===== src/gapr_pkg.sv =====
// Shared types and constants for the int8 global average pool with requantization.
package gapr_pkg;

	// Field widths.
	localparam int unsigned SUM_W   = 25;
	localparam int unsigned CFG_W   = 32;
	localparam int unsigned INDEX_W = 3;

	typedef logic signed [7:0]       int8_t;
	typedef logic signed [SUM_W-1:0] sum_t;

	// Configuration register indexes.
	localparam logic [INDEX_W-1:0] REG_IN_OFFSET  = 3'd0;
	localparam logic [INDEX_W-1:0] REG_MULT       = 3'd1;
	localparam logic [INDEX_W-1:0] REG_SHIFT      = 3'd2;
	localparam logic [INDEX_W-1:0] REG_OUT_OFFSET = 3'd3;
	localparam logic [INDEX_W-1:0] REG_ACT_MIN    = 3'd4;
	localparam logic [INDEX_W-1:0] REG_ACT_MAX    = 3'd5;

	// Register reset values.
	localparam int8_t              RST_IN_OFFSET  = 8'sd0;
	localparam logic signed [31:0] RST_MULT       = 32'sd1073741824;
	localparam logic signed [5:0]  RST_SHIFT      = 6'sd1;
	localparam int8_t              RST_OUT_OFFSET = 8'sd0;
	localparam int8_t              RST_ACT_MIN    = -8'sd128;
	localparam int8_t              RST_ACT_MAX    = 8'sd127;

	// Accumulator saturation limits.
	localparam logic signed [SUM_W:0] SUM_MAX = 26'sd16777215;
	localparam logic signed [SUM_W:0] SUM_MIN = -26'sd16777216;

	// Requantization constants.
	localparam logic signed [31:0] WORD_MAX    = 32'sh7fffffff;
	localparam logic signed [31:0] WORD_MIN    = 32'sh80000000;
	localparam logic signed [63:0] NUDGE_POS   = 64'sd1073741824;
	localparam logic signed [63:0] NUDGE_NEG   = -64'sd1073741823;
	localparam logic [5:0]         RSHIFT_FULL = 6'd32;

	// Configuration as seen by the datapath.
	typedef struct packed {
		int8_t              in_offset;
		logic signed [31:0] mult;
		logic signed [5:0]  shift;
		int8_t              out_offset;
		int8_t              act_min;
		int8_t              act_max;
	} cfg_t;

	// Front to queue: a finished plane sum.
	typedef struct packed {
		logic valid;
		sum_t sum;
	} push_t;

	// Queue to back: head entry.
	typedef struct packed {
		logic valid;
		sum_t sum;
	} head_t;

endpackage


===== src/gapr_if.sv =====
// Valid/ready channel interfaces for sample words and result words.
interface gapr_in_if import gapr_pkg::*; ();
	logic  valid;
	logic  ready;
	int8_t sample;
	logic  last;

	modport source (output valid, output sample, output last, input ready);
	modport sink (input valid, input sample, input last, output ready);
endinterface

interface gapr_out_if import gapr_pkg::*; ();
	logic  valid;
	logic  ready;
	int8_t pooled_value;

	modport source (output valid, output pooled_value, input ready);
	modport sink (input valid, input pooled_value, output ready);
endinterface


===== src/gapr_front.sv =====
// Front end: accepts sample words and accumulates each channel plane.
module gapr_front import gapr_pkg::*; (
	input  logic  clk,
	input  logic  arst_n,
	input  cfg_t  cfg,
	input  logic  in_valid,
	output logic  in_ready,
	input  int8_t sample,
	input  logic  last,
	input  logic  queue_full,
	output push_t push
);

	sum_t                  sum_q;
	logic                  accept;
	logic signed [SUM_W:0] sum_wide;
	sum_t                  sum_sat;

	// A word is taken whenever the queue can hold a finished sum.
	assign in_ready = !queue_full;
	assign accept   = in_valid && in_ready;

	// Add the sample less the zero point and saturate to the accumulator range.
	always_comb begin
		sum_wide = (SUM_W+1)'(sum_q) + (SUM_W+1)'(sample) - (SUM_W+1)'(cfg.in_offset);
		if (sum_wide > SUM_MAX) begin
			sum_sat = SUM_MAX[SUM_W-1:0];
		end else if (sum_wide < SUM_MIN) begin
			sum_sat = SUM_MIN[SUM_W-1:0];
		end else begin
			sum_sat = sum_wide[SUM_W-1:0];
		end
	end

	// The last word of a plane hands its sum to the queue.
	assign push.valid = accept && last;
	assign push.sum   = sum_sat;

	// Accumulator, cleared after each plane.
	always_ff @(posedge clk or negedge arst_n) begin
		if (!arst_n) begin
			sum_q <= '0;
		end else if (accept) begin
			sum_q <= last ? '0 : sum_sat;
		end
	end

`ifndef SYNTH
	a_clear_after_last: assert property (@(posedge clk) disable iff (!arst_n)
		accept && last |=> sum_q == '0)
		else $error("Accumulator not cleared after the last word of a plane.");
`endif

endmodule


===== src/gapr_fifo.sv =====
// Short queue of finished plane sums between the front and back ends.
module gapr_fifo import gapr_pkg::*; #(
	parameter int unsigned DEPTH = 4
) (
	input  logic  clk,
	input  logic  arst_n,
	input  push_t push,
	output logic  full,
	output head_t head,
	input  logic  pop
);

	localparam int unsigned PTR_W = $clog2(DEPTH);
	localparam int unsigned CNT_W = $clog2(DEPTH + 1);
	localparam logic [PTR_W-1:0] PTR_LAST = PTR_W'(DEPTH - 1);

	sum_t             mem_q [DEPTH];
	logic [PTR_W-1:0] wr_ptr_q;
	logic [PTR_W-1:0] rd_ptr_q;
	logic [CNT_W-1:0] count_q;
	logic             do_push;
	logic             do_pop;

	assign full       = count_q == CNT_W'(DEPTH);
	assign head.valid = count_q != '0;
	assign head.sum   = mem_q[rd_ptr_q];
	assign do_push    = push.valid && !full;
	assign do_pop     = pop && head.valid;

	// Storage; entries carry no reset.
	always_ff @(posedge clk) begin
		if (do_push) begin
			mem_q[wr_ptr_q] <= push.sum;
		end
	end

	// Pointers and fill count.
	always_ff @(posedge clk or negedge arst_n) begin
		if (!arst_n) begin
			wr_ptr_q <= '0;
			rd_ptr_q <= '0;
			count_q  <= '0;
		end else begin
			if (do_push) begin
				wr_ptr_q <= (wr_ptr_q == PTR_LAST) ? '0 : wr_ptr_q + 1'b1;
			end
			if (do_pop) begin
				rd_ptr_q <= (rd_ptr_q == PTR_LAST) ? '0 : rd_ptr_q + 1'b1;
			end
			if (do_push && !do_pop) begin
				count_q <= count_q + 1'b1;
			end else if (do_pop && !do_push) begin
				count_q <= count_q - 1'b1;
			end
		end
	end

`ifndef SYNTH
	a_count_bound: assert property (@(posedge clk) disable iff (!arst_n)
		count_q <= CNT_W'(DEPTH))
		else $error("Queue fill count beyond its depth.");
	a_no_lost_push: assert property (@(posedge clk) disable iff (!arst_n)
		push.valid |-> !full)
		else $error("Sum pushed into a full queue.");
`endif

endmodule


===== src/gapr_back.sv =====
// Back end: requantization pipeline with a registered result word.
module gapr_back import gapr_pkg::*; (
	input  logic  clk,
	input  logic  arst_n,
	input  cfg_t  cfg,
	input  head_t head,
	output logic  pop,
	output logic  out_valid,
	input  logic  out_ready,
	output int8_t pooled_value
);

	logic                  advance;
	logic                  vld_s1, vld_s2, vld_s3, vld_s4, vld_s5, vld_q;
	logic signed [31:0]    lsh_s1;
	logic signed [63:0]    prod_s2;
	logic                  both_min_s2, both_min_s3;
	logic signed [63:0]    nudged_s3;
	logic signed [31:0]    high_s4;
	logic signed [31:0]    round_s5;
	int8_t                 result_q;

	logic [4:0]            lshift;
	logic [5:0]            rshift;
	logic signed [56:0]    lsh_wide;
	logic                  lsh_ovf;
	logic signed [31:0]    lsh_sat;
	logic                  high_corr;
	logic [31:0]           rmask;
	logic [31:0]           rrem;
	logic [31:0]           rthr;
	logic signed [31:0]    rshifted;
	logic signed [31:0]    rounded;
	logic signed [33:0]    offset;
	logic signed [33:0]    clamped;

	// The whole pipeline moves unless the result word is stalled.
	assign advance   = !(vld_q && !out_ready);
	assign pop       = advance && head.valid;
	assign out_valid = vld_q;
	assign pooled_value = result_q;

	// Split the signed shift into a left and a right amount.
	assign lshift = (cfg.shift > 6'sd0) ? cfg.shift[4:0] : 5'd0;
	assign rshift = (cfg.shift > 6'sd0) ? 6'd0 : 6'(-cfg.shift);

	// Stage 1: saturating left shift to 32 bits.
	always_comb begin
		lsh_wide = 57'(head.sum) <<< lshift;
		lsh_ovf  = lsh_wide[56:31] != {26{lsh_wide[31]}};
		if (lsh_ovf) begin
			lsh_sat = lsh_wide[56] ? WORD_MIN : WORD_MAX;
		end else begin
			lsh_sat = lsh_wide[31:0];
		end
	end

	// Stage 4: truncate toward zero after the nudge.
	assign high_corr = nudged_s3[63] && (nudged_s3[30:0] != '0);

	// Stage 5: rounding right shift.
	always_comb begin
		rmask    = (32'd1 << rshift[4:0]) - 32'd1;
		rrem     = high_s4 & rmask;
		rthr     = (rmask >> 1) + {31'd0, high_s4[31]};
		rshifted = high_s4 >>> rshift[4:0];
		if (rshift == RSHIFT_FULL) begin
			rounded = high_s4[31] ? -32'sd1 : 32'sd0;
		end else begin
			rounded = rshifted + ((rrem > rthr) ? 32'sd1 : 32'sd0);
		end
	end

	// Output stage: add the zero point and clamp; max bound applies last.
	always_comb begin
		offset = 34'(round_s5) + 34'(cfg.out_offset);
		clamped = offset;
		if (clamped < 34'(cfg.act_min)) begin
			clamped = 34'(cfg.act_min);
		end
		if (clamped > 34'(cfg.act_max)) begin
			clamped = 34'(cfg.act_max);
		end
	end

	// Stage valid bits.
	always_ff @(posedge clk or negedge arst_n) begin
		if (!arst_n) begin
			vld_s1 <= 1'b0;
			vld_s2 <= 1'b0;
			vld_s3 <= 1'b0;
			vld_s4 <= 1'b0;
			vld_s5 <= 1'b0;
			vld_q  <= 1'b0;
		end else if (advance) begin
			vld_s1 <= head.valid;
			vld_s2 <= vld_s1;
			vld_s3 <= vld_s2;
			vld_s4 <= vld_s3;
			vld_s5 <= vld_s4;
			vld_q  <= vld_s5;
		end
	end

	// Datapath registers.
	always_ff @(posedge clk) begin
		if (advance) begin
			lsh_s1      <= lsh_sat;
			prod_s2     <= 64'(lsh_s1) * 64'(cfg.mult);
			both_min_s2 <= (lsh_s1 == WORD_MIN) && (cfg.mult == WORD_MIN);
			nudged_s3   <= prod_s2 + (prod_s2[63] ? NUDGE_NEG : NUDGE_POS);
			both_min_s3 <= both_min_s2;
			high_s4     <= both_min_s3 ? WORD_MAX : nudged_s3[62:31] + {31'd0, high_corr};
			round_s5    <= rounded;
			result_q    <= clamped[7:0];
		end
	end

`ifndef SYNTH
	a_result_from_pipe: assert property (@(posedge clk) disable iff (!arst_n)
		$rose(vld_q) |-> $past(vld_s5))
		else $error("Result word appeared without a value in the last stage.");
`endif

endmodule


===== src/int8_global_average_pool_requant.sv =====
// Top level: int8 global average pooling with fixed-point requantization.
// Throughput: one sample word per cycle; a plane's result is one word per last sample.
// The result of a last sample passes through the sum queue, the five requantization
// stages and the registered result word.
// Input stalls only when the sum queue of QUEUE_DEPTH entries is full.
// Reset clears the accumulator, queue and pipeline and loads register defaults; no sweep.
module int8_global_average_pool_requant import gapr_pkg::*; #(
	parameter int unsigned QUEUE_DEPTH = 4
) (
	input  logic               clk,
	input  logic               arst_n,
	input  logic               cfg_we,
	input  logic [INDEX_W-1:0] cfg_index,
	input  logic [CFG_W-1:0]   cfg_wdata,
	gapr_in_if.sink            in_ch,
	gapr_out_if.source         out_ch
);

	cfg_t  cfg_q;
	push_t push;
	head_t head;
	logic  queue_full;
	logic  pop;

	// Configuration registers.
	always_ff @(posedge clk or negedge arst_n) begin
		if (!arst_n) begin
			cfg_q.in_offset  <= RST_IN_OFFSET;
			cfg_q.mult       <= RST_MULT;
			cfg_q.shift      <= RST_SHIFT;
			cfg_q.out_offset <= RST_OUT_OFFSET;
			cfg_q.act_min    <= RST_ACT_MIN;
			cfg_q.act_max    <= RST_ACT_MAX;
		end else if (cfg_we) begin
			unique case (cfg_index)
				REG_IN_OFFSET:  cfg_q.in_offset  <= cfg_wdata[7:0];
				REG_MULT:       cfg_q.mult       <= cfg_wdata;
				REG_SHIFT:      cfg_q.shift      <= cfg_wdata[5:0];
				REG_OUT_OFFSET: cfg_q.out_offset <= cfg_wdata[7:0];
				REG_ACT_MIN:    cfg_q.act_min    <= cfg_wdata[7:0];
				REG_ACT_MAX:    cfg_q.act_max    <= cfg_wdata[7:0];
				default: begin
				end
			endcase
		end
	end

	// Accumulating front end.
	gapr_front u_front (
		.clk        (clk),
		.arst_n     (arst_n),
		.cfg        (cfg_q),
		.in_valid   (in_ch.valid),
		.in_ready   (in_ch.ready),
		.sample     (in_ch.sample),
		.last       (in_ch.last),
		.queue_full (queue_full),
		.push       (push)
	);

	// Queue of finished sums.
	gapr_fifo #(
		.DEPTH (QUEUE_DEPTH)
	) u_fifo (
		.clk    (clk),
		.arst_n (arst_n),
		.push   (push),
		.full   (queue_full),
		.head   (head),
		.pop    (pop)
	);

	// Requantizing back end.
	gapr_back u_back (
		.clk          (clk),
		.arst_n       (arst_n),
		.cfg          (cfg_q),
		.head         (head),
		.pop          (pop),
		.out_valid    (out_ch.valid),
		.out_ready    (out_ch.ready),
		.pooled_value (out_ch.pooled_value)
	);

endmodule

===== src/flat_wrapper.sv =====
// flat-port wrapper written by rule: the top's interface ports become plain ports
module int8_global_average_pool_requant_flat import gapr_pkg::*;
#(
	parameter int unsigned QUEUE_DEPTH = 4
)
  (clk, arst_n, cfg_we, cfg_index, cfg_wdata, in_ch_valid, in_ch_sample, in_ch_last, in_ch_ready, out_ch_valid, out_ch_pooled_value, out_ch_ready);
  gapr_in_if in_ch_i ();
  gapr_out_if out_ch_i ();
  input  logic clk;
  input  logic arst_n;
  input  logic cfg_we;
  input  logic [INDEX_W-1:0] cfg_index;
  input  logic [CFG_W-1:0] cfg_wdata;
  input wire logic [$bits(in_ch_i.valid)-1:0] in_ch_valid;
  input wire logic [$bits(in_ch_i.sample)-1:0] in_ch_sample;
  input wire logic [$bits(in_ch_i.last)-1:0] in_ch_last;
  output wire logic [$bits(in_ch_i.ready)-1:0] in_ch_ready;
  output wire logic [$bits(out_ch_i.valid)-1:0] out_ch_valid;
  output wire logic [$bits(out_ch_i.pooled_value)-1:0] out_ch_pooled_value;
  input wire logic [$bits(out_ch_i.ready)-1:0] out_ch_ready;
  assign in_ch_i.valid = in_ch_valid;
  assign in_ch_i.sample = in_ch_sample;
  assign in_ch_i.last = in_ch_last;
  assign in_ch_ready = in_ch_i.ready;
  assign out_ch_valid = out_ch_i.valid;
  assign out_ch_pooled_value = out_ch_i.pooled_value;
  assign out_ch_i.ready = out_ch_ready;
  int8_global_average_pool_requant #(.QUEUE_DEPTH(QUEUE_DEPTH)) u_core (.clk(clk), .arst_n(arst_n), .cfg_we(cfg_we), .cfg_index(cfg_index), .cfg_wdata(cfg_wdata), .in_ch(in_ch_i), .out_ch(out_ch_i));
endmodule

===== config.mk =====
export PLATFORM = sky130hd
export DESIGN_NAME = int8_global_average_pool_requant_flat
export DESIGN_NICKNAME = d
export VERILOG_FILES = /design/src/gapr_pkg.sv /design/src/gapr_if.sv /design/src/gapr_front.sv /design/src/gapr_fifo.sv /design/src/gapr_back.sv /design/src/int8_global_average_pool_requant.sv /design/src/flat_wrapper.sv
export SDC_FILE = /design/constraint.sdc
export NUM_CORES = 2
export LEC_CHECK = 0
export ABC_AREA = 1
export BUFFER_PORTS_ARGS = -buffer_cell sky130_fd_sc_hd__buf_2
export CAP_MARGIN = 30
export CORE_UTILIZATION = 45
export DETAILED_ROUTE_END_ITERATION = 10
export PLACE_DENSITY = 0.61
export SLEW_MARGIN = 20
export SYNTH_ARGS = -nofsm -noshare
export SYNTH_HDL_FRONTEND = slang
export SYNTH_HIERARCHICAL = 1
export SYNTH_SLANG_ARGS = --single-unit

===== constraint.sdc =====
create_clock -name clk -period 9.4 [get_ports clk]
set_clock_uncertainty 0.2 [all_clocks]
set_input_delay 2.82 -clock clk [delete_from_list [all_inputs] [get_ports clk]]
set_output_delay 2.82 -clock clk [all_outputs]
set_load 0.005 [all_outputs]

---- Word level (Yosys, flattened, before mapping) ----
Memories as Yosys holds them, arrays and structs flattened.
Index checks and enable logic that the tools add are counted.
operators by class
  order comparisons ....................... 6
  bitwise operators ....................... 1
  multiply operators ...................... 1
  $add $sub $neg .......................... 13
  reductions and logical operators ........ 25
  equality and inequality tests ........... 12
  divide/modulo/power cells ............... 0
  muxes and demuxes ....................... 19
  shift operators ......................... 3
operators by type and width
  operator                                                         count
  two-way mux 32 bit                                               4
  two-way mux 25 bit                                               3
  adder 64 bit                                                     1
  equality test 32 bit, second input constant                      2
  multiplier 32 x 32 -> 64 bit                                     1
  two-way mux 64 bit                                               1
  <<< shifter 25 x 5 -> 57 bit                                     1
  greater-than comparator 34 x 8 -> 1 bit                          1
  two-way mux 34 bit                                               1
  adder 32 x 8 -> 33 bit                                           1
  < comparator 33 x 8 -> 1 bit                                     1
  adder 31 x 1 -> 32 bit                                           1
  adder 32 x 1 -> 32 bit                                           1
  adder 32 x 2 -> 32 bit                                           1
  bitwise AND 32 bit                                               1
  greater-than comparator 32 bit                                   1
  left shift 1 x 5 -> 32 bit, first input constant                 1
  >>> shifter 32 x 5 -> 32 bit                                     1
  subtractor 32 x 1 -> 32 bit, second input constant               1
  nonzero test 31 bit                                              1
  adder 25 x 8 -> 26 bit                                           1
  greater-than comparator 26 x 25 -> 1 bit, second input constant  1
  < comparator 26 x 25 -> 1 bit, second input constant             1
  subtractor 26 x 8 -> 26 bit                                      1
  23 further kinds                                                 50
storage, ports and cells
  word-level logic and storage cells ...... 105
  ROM bits ................................ 0
  memories kept ........................... 1
  memory bits (writable) .................. 100
  bits in latches ......................... 0
  flip-flop bits (word level) ............. 342
memory list
  name                 words  width  read ports  clocked after Yosys merged registers in  wr ports  RTL line         RTL
  u_core.u_fifo.mem_q  4      25     1           0                                        1         gapr_fifo.sv:17  sum_t mem_q [DEPTH];

---- Longest topological paths before layout ----
  depth in word-level cells ............... 9
  mapped depth ............................ 42
  gate-level depth less buffers ........... 40

---- By module ----
Netlist, hierarchy kept.
by module, submodules not included
  module                            area each (um^2)  cells each  seq. area each (um^2)  instances
  gapr_back                         59383.2           7658        7176.9                 1
  gapr_fifo                         4483.0            351         3178.0                 1
  gapr_front                        3818.7            594         625.6                  1
  int8_global_average_pool_requant  2800.2            314         1764.2                 1

---- Worst setup path before layout ----
No wires, ideal clock.
  kind .................................... input-to-reg
  start ................................... input port out_ch_ready
  end ..................................... register u_core.u_fifo.count_q[2]
  stages .................................. 12
  library setup time ...................... 0.117 ns
  arrival ................................. 9.562 ns
  required time ........................... 9.083 ns
  path slack .............................. -0.479 ns
  cell sequence ........................... nor2_1 > clkinv_1 > nand2_1 > inv_1 > nand2_1 > ha_1 > inv_1 > fa_1 > nand2_1 > nand3_1 > nand2_1 > nand2_1
on the way
  longest elaborated chain between the ends .. 8
  elaborated cells on any way between the ends .. 10
ends and longest elaborated chain
  element                                                         RTL line                                RTL
  from (decl)                                                     flat_wrapper.sv:20                      input wire logic [$bits(out_ch_i.ready)-1:0] out_ch_ready;
  logical NOT 1 bit *                                             gapr_back.sv:38                         assign advance = !(vld_q && !out_ready);
  logical AND 1 bit *                                             gapr_back.sv:38
  logical NOT 1 bit *                                             gapr_back.sv:38
  logical AND 1 bit *                                             gapr_back.sv:39                         assign pop = advance && head.valid;
  net u_core.pop                                                  int8_global_average_pool_requant.sv:23  logic pop;
  logical AND 1 bit *                                             gapr_fifo.sv:28                         assign do_pop = pop && head.valid;
  logical NOT 1 bit                                               gapr_fifo.sv:50                         if (do_push && !do_pop) begin
  logical AND 1 bit                                               gapr_fifo.sv:50
  two-way mux 3 bit / nonzero test 2 bit (equally long branches)  -
  to (signal assigned)                                            gapr_fifo.sv:51                         count_q <= count_q + 1'b1;
  to (signal assigned)                                            gapr_fifo.sv:53                         count_q <= count_q - 1'b1;
  to (decl)                                                       gapr_fifo.sv:20                         logic [CNT_W-1:0] count_q;
Mark *: on every way through the listed nets, which the timed path passes. The rest lies on a longest branch.
A chain may end at the register's enable or synchronous reset.

---- Final worst setup path ----
  start ................................... register u_core.u_back.lsh_s1[31]
  end ..................................... register u_core.u_back.prod_s2[56] (data pin)
on the way
  longest elaborated chain between the ends .. 1
ends and longest elaborated chain
  element                       RTL line          RTL
  from (decl)                   gapr_back.sv:15   logic signed [31:0] lsh_s1;
  from (signal assigned)        gapr_back.sv:108  lsh_s1 <= lsh_sat;
  multiplier 32 x 32 -> 64 bit  gapr_back.sv:109  prod_s2 <= 64'(lsh_s1) * 64'(cfg.mult);
  to (signal assigned)          gapr_back.sv:109
  to (decl)                     gapr_back.sv:16   logic signed [63:0] prod_s2;
Every way passes these cells.

==> flow_summary.yaml <==
worst_setup_path:
  crit_buf_inv: 8
  crit_start: "u_core/u_back/lsh_s1[31]"
  slowest_delay_ps: 900
  crit_type: "register to register"
  arrival_ps: 8980
  slowest_stage: "edfxtp_1"
  cp-start-kind: "register"
  critPathMaxFanout: 20
  r2r-start: "u_core/u_back/lsh_s1[31]"
  cp_top_family: "adder cells"
  cp_data_required_time_ps: 9590
  cp-end-kind: "register"
floorplanning:
  dieArea_mm2: 0.158
  die_w_um: 398
  row_count: 144
  pin_count: 59
  coreArea_mm2: 0.155
  start_util: 0.455
  die_h_um: 398
sta:
  fin_ws_ps: 607
  slew_headroom: 0.316
  final.min_clock_period_ps: 8790
  final_max_slew_viol_count: 0
  period_share: 0.935
  timing.final.hold_violations: 0
  setup_viol: 0
  max_freq_ghz: 0.114
  rsz0062_at_grt: "no"
  tightestPinTransition_ps: 1030
  fin_setup_tns_ps: 0
yosys:
  synth.most_common_cell: "nand2_1"
  yosysUniqueCellTypes: 62
  synth_area_leader_cell: "fa_1"
  synth_area_leaders: "fa_1 (31%), edfxtp_1 (14%), nand2_1 (13%), inv_1 (11%), ha_1 (6.9%)"
  synth_area_mm2: 0.0705
  ys.flop_type: "edfxtp_1"
  yosys.area.top_type_share: 0.315
  synth.ff_latch_count: 442
  syn_nets: 10500
  synth_edf_count: 334
  ys_warn_count: 6
  synth_common_cells: "nand2_1 (2,426), inv_1 (1,975), fa_1 (1,109), nand3_1 (552), nor2_1 (391)"
  synth_cells: 8917
  ys_seq_area_frac: 0.181
  async_reset_ff_frac: 0.244
  syn_avg_cell_area_um2: 7.90
clock_tree:
  max-clock-path-buffers: 3
  clk_pin_slew_worst_paths_ps: 70
  hold_buffers: 0
  cts.repair.resized: 0
  cts_max_level: 2
  postCtsSetupRepairBufs: 0
  tritoncts: "built"
  clk-insertion-delay-late_ps: 720
  cts_buffers: 56
  root_buffer: "clkbuf_16"
  cts_sinks: 442
worst_hold_path:
  min-delay-start: "u_core/u_back/vld_s5"
  hold_class: "register to register"
routing:
  dr.first_iter.drc_count: 4695
  dr.pass1.iters: 8
  drc: 0
  detail_route.wl_per_cell_um: 18.9
  drt-vias-per-instance: 5.27
  drt_wl_total_um: 205000
  drtAntennaViolNets: 0
  vias: 57300
outcome:
  status: "complete, no violations"
layout:
  synthToLayoutAreaGrowth_pct: 6.27
  diodes: 0
  fillers: 15100
  final-seq-area_mm2: 0.0127
  final_nets: 10300
  drive_above_1_share: 0.0551
  fin_util: 0.484
  multi_input_area_mm2: 0.0485
placed_design:
  dp_hpwl_um: 167000
  post-place-ws_ps: 793
  port_buffers: 58
  gp_congestion: 0.948
global_route:
  grt_max_degree: 179
  grt.overflow.total: 0
  grt_first_pass_wirelength_um: 325000
  antenna_found_initial: 5
  grt_pass1_vias: 57900
  grt_use_total: 0.261
job:
  maxCapViolCount: 0
==> routing by layer <==
metal	vias to the layer above	GRT usage	wire [um]
met4	2	0.101	8780
met2	1878	0.429	96000
li1	26700	-	-
met5	-	0	13
met1	28400	0.355	88400
met3	333	0.0276	11800
==> layout by cell type (no fill, tap or decap), drive strengths merged, types with 20 or more instances in the layout <==
cell type  Yosys  final
inv         1992   1999
nor4          51     51
nor2         421    421
o21a          20     20
fa          1109   1109
dfrtp         98     98
o211ai        62     62
xnor2         62     62
nand3        572    572
a31oi         47     47
clkbuf       296     63
o21ai        217    217
edfxtp       334    334
buf           95    192
ha           388    388
xor2         155    155
or2           37     37
a21oi        242    242
nand2       2475   2475
clkinv         4     26
nand4         73     73
nor3          71     71
==> flip-flops by register name (all words and copies together) (netlist names), 2 cells and up <==
name	flops
u_core/u_fifo/mem_q	100
u_core/cfg_q	70
u_core/u_back/nudged_s3	64
u_core/u_back/prod_s2	64
u_core/u_back/high_s4	32
u_core/u_back/lsh_s1	32
u_core/u_back/round_s5	32
u_core/u_front/sum_q	25
u_core/u_back/pooled_value	8
u_core/u_fifo/count_q	3
u_core/u_fifo/rd_ptr_q	2
u_core/u_fifo/wr_ptr_q	2
==> final timing paths <==
check,endpoint,slack [ps],cells after the start
max in group asynchronous,u_core/cfg_q[24],5810,3
min in group asynchronous,u_core/u_front/sum_q[20],1940,1
setup / recovery,u_core/u_back/prod_s2[56],610,26
setup reg to reg,u_core/u_back/prod_s2[56],610,26
hold / removal,u_core/u_back/out_valid,250,2
hold reg to reg,u_core/u_back/out_valid,250,2
==> cells by family after synthesis <==
| logic type | count (synthesis) | share of synthesized area |
|---|---|---|
| flip-flops | 442 | 0.181 |
| adder cells (fa/ha/maj) | 1497 | 0.384 |
| XOR/XNOR | 217 | 0.0273 |
| AND/OR/NAND/NOR | 3714 | 0.223 |
| AO/OA/AOI/OAI | 658 | 0.0542 |
| buffers and inverters | 2387 | 0.131 |
| other | 2 | 0.000107 |
==> cell type report <==
cell class	instances	share of cell area
repair buffers	192	0.0206
clock buffers	63	0.0196
clock inverters	42	0.00735
inverters	1996	0.100
multi-input cells	6088	0.648
well taps	2044	0.0341
flip-flops and latches	442	0.170
==> worst reg2reg max path, cell delays in order (launching register included) <==
cell and delay (ps):
edfxtp_1 900, nand2_1 220, inv_1 180, fa_1 460, fa_1 500, fa_1 630
inv_1 290, fa_1 570, inv_1 60, fa_1 510, inv_1 60, fa_1 540
inv_1 60, fa_1 500, inv_1 60, fa_1 500, inv_1 50, ha_1 390
nand2_1 110, nor2_1 270, inv_1 100, nor4_1 540, o21ai_0 200, nand3_1 290
nand3_1 110, nand2_1 110, xor2_1 70
==> stage by stage <==
step | hold slack (ps) | cell area, um^2 | cells
5_1_grt | 279 | 74900 | 10900
3_5_place_dp | 238 | 72700 | 10800
4_1_cts | 256 | 74800 | 10900
6_report | 249 | 74900 | 10900
3_3_place_gp | 232 | 72600 | 10700
2_1_floorplan | 200 | 70500 | 8917
Power is left out: the tool's default activity adds up to more than one toggle a clock period on the data nets, which glitch-free logic cannot reach.
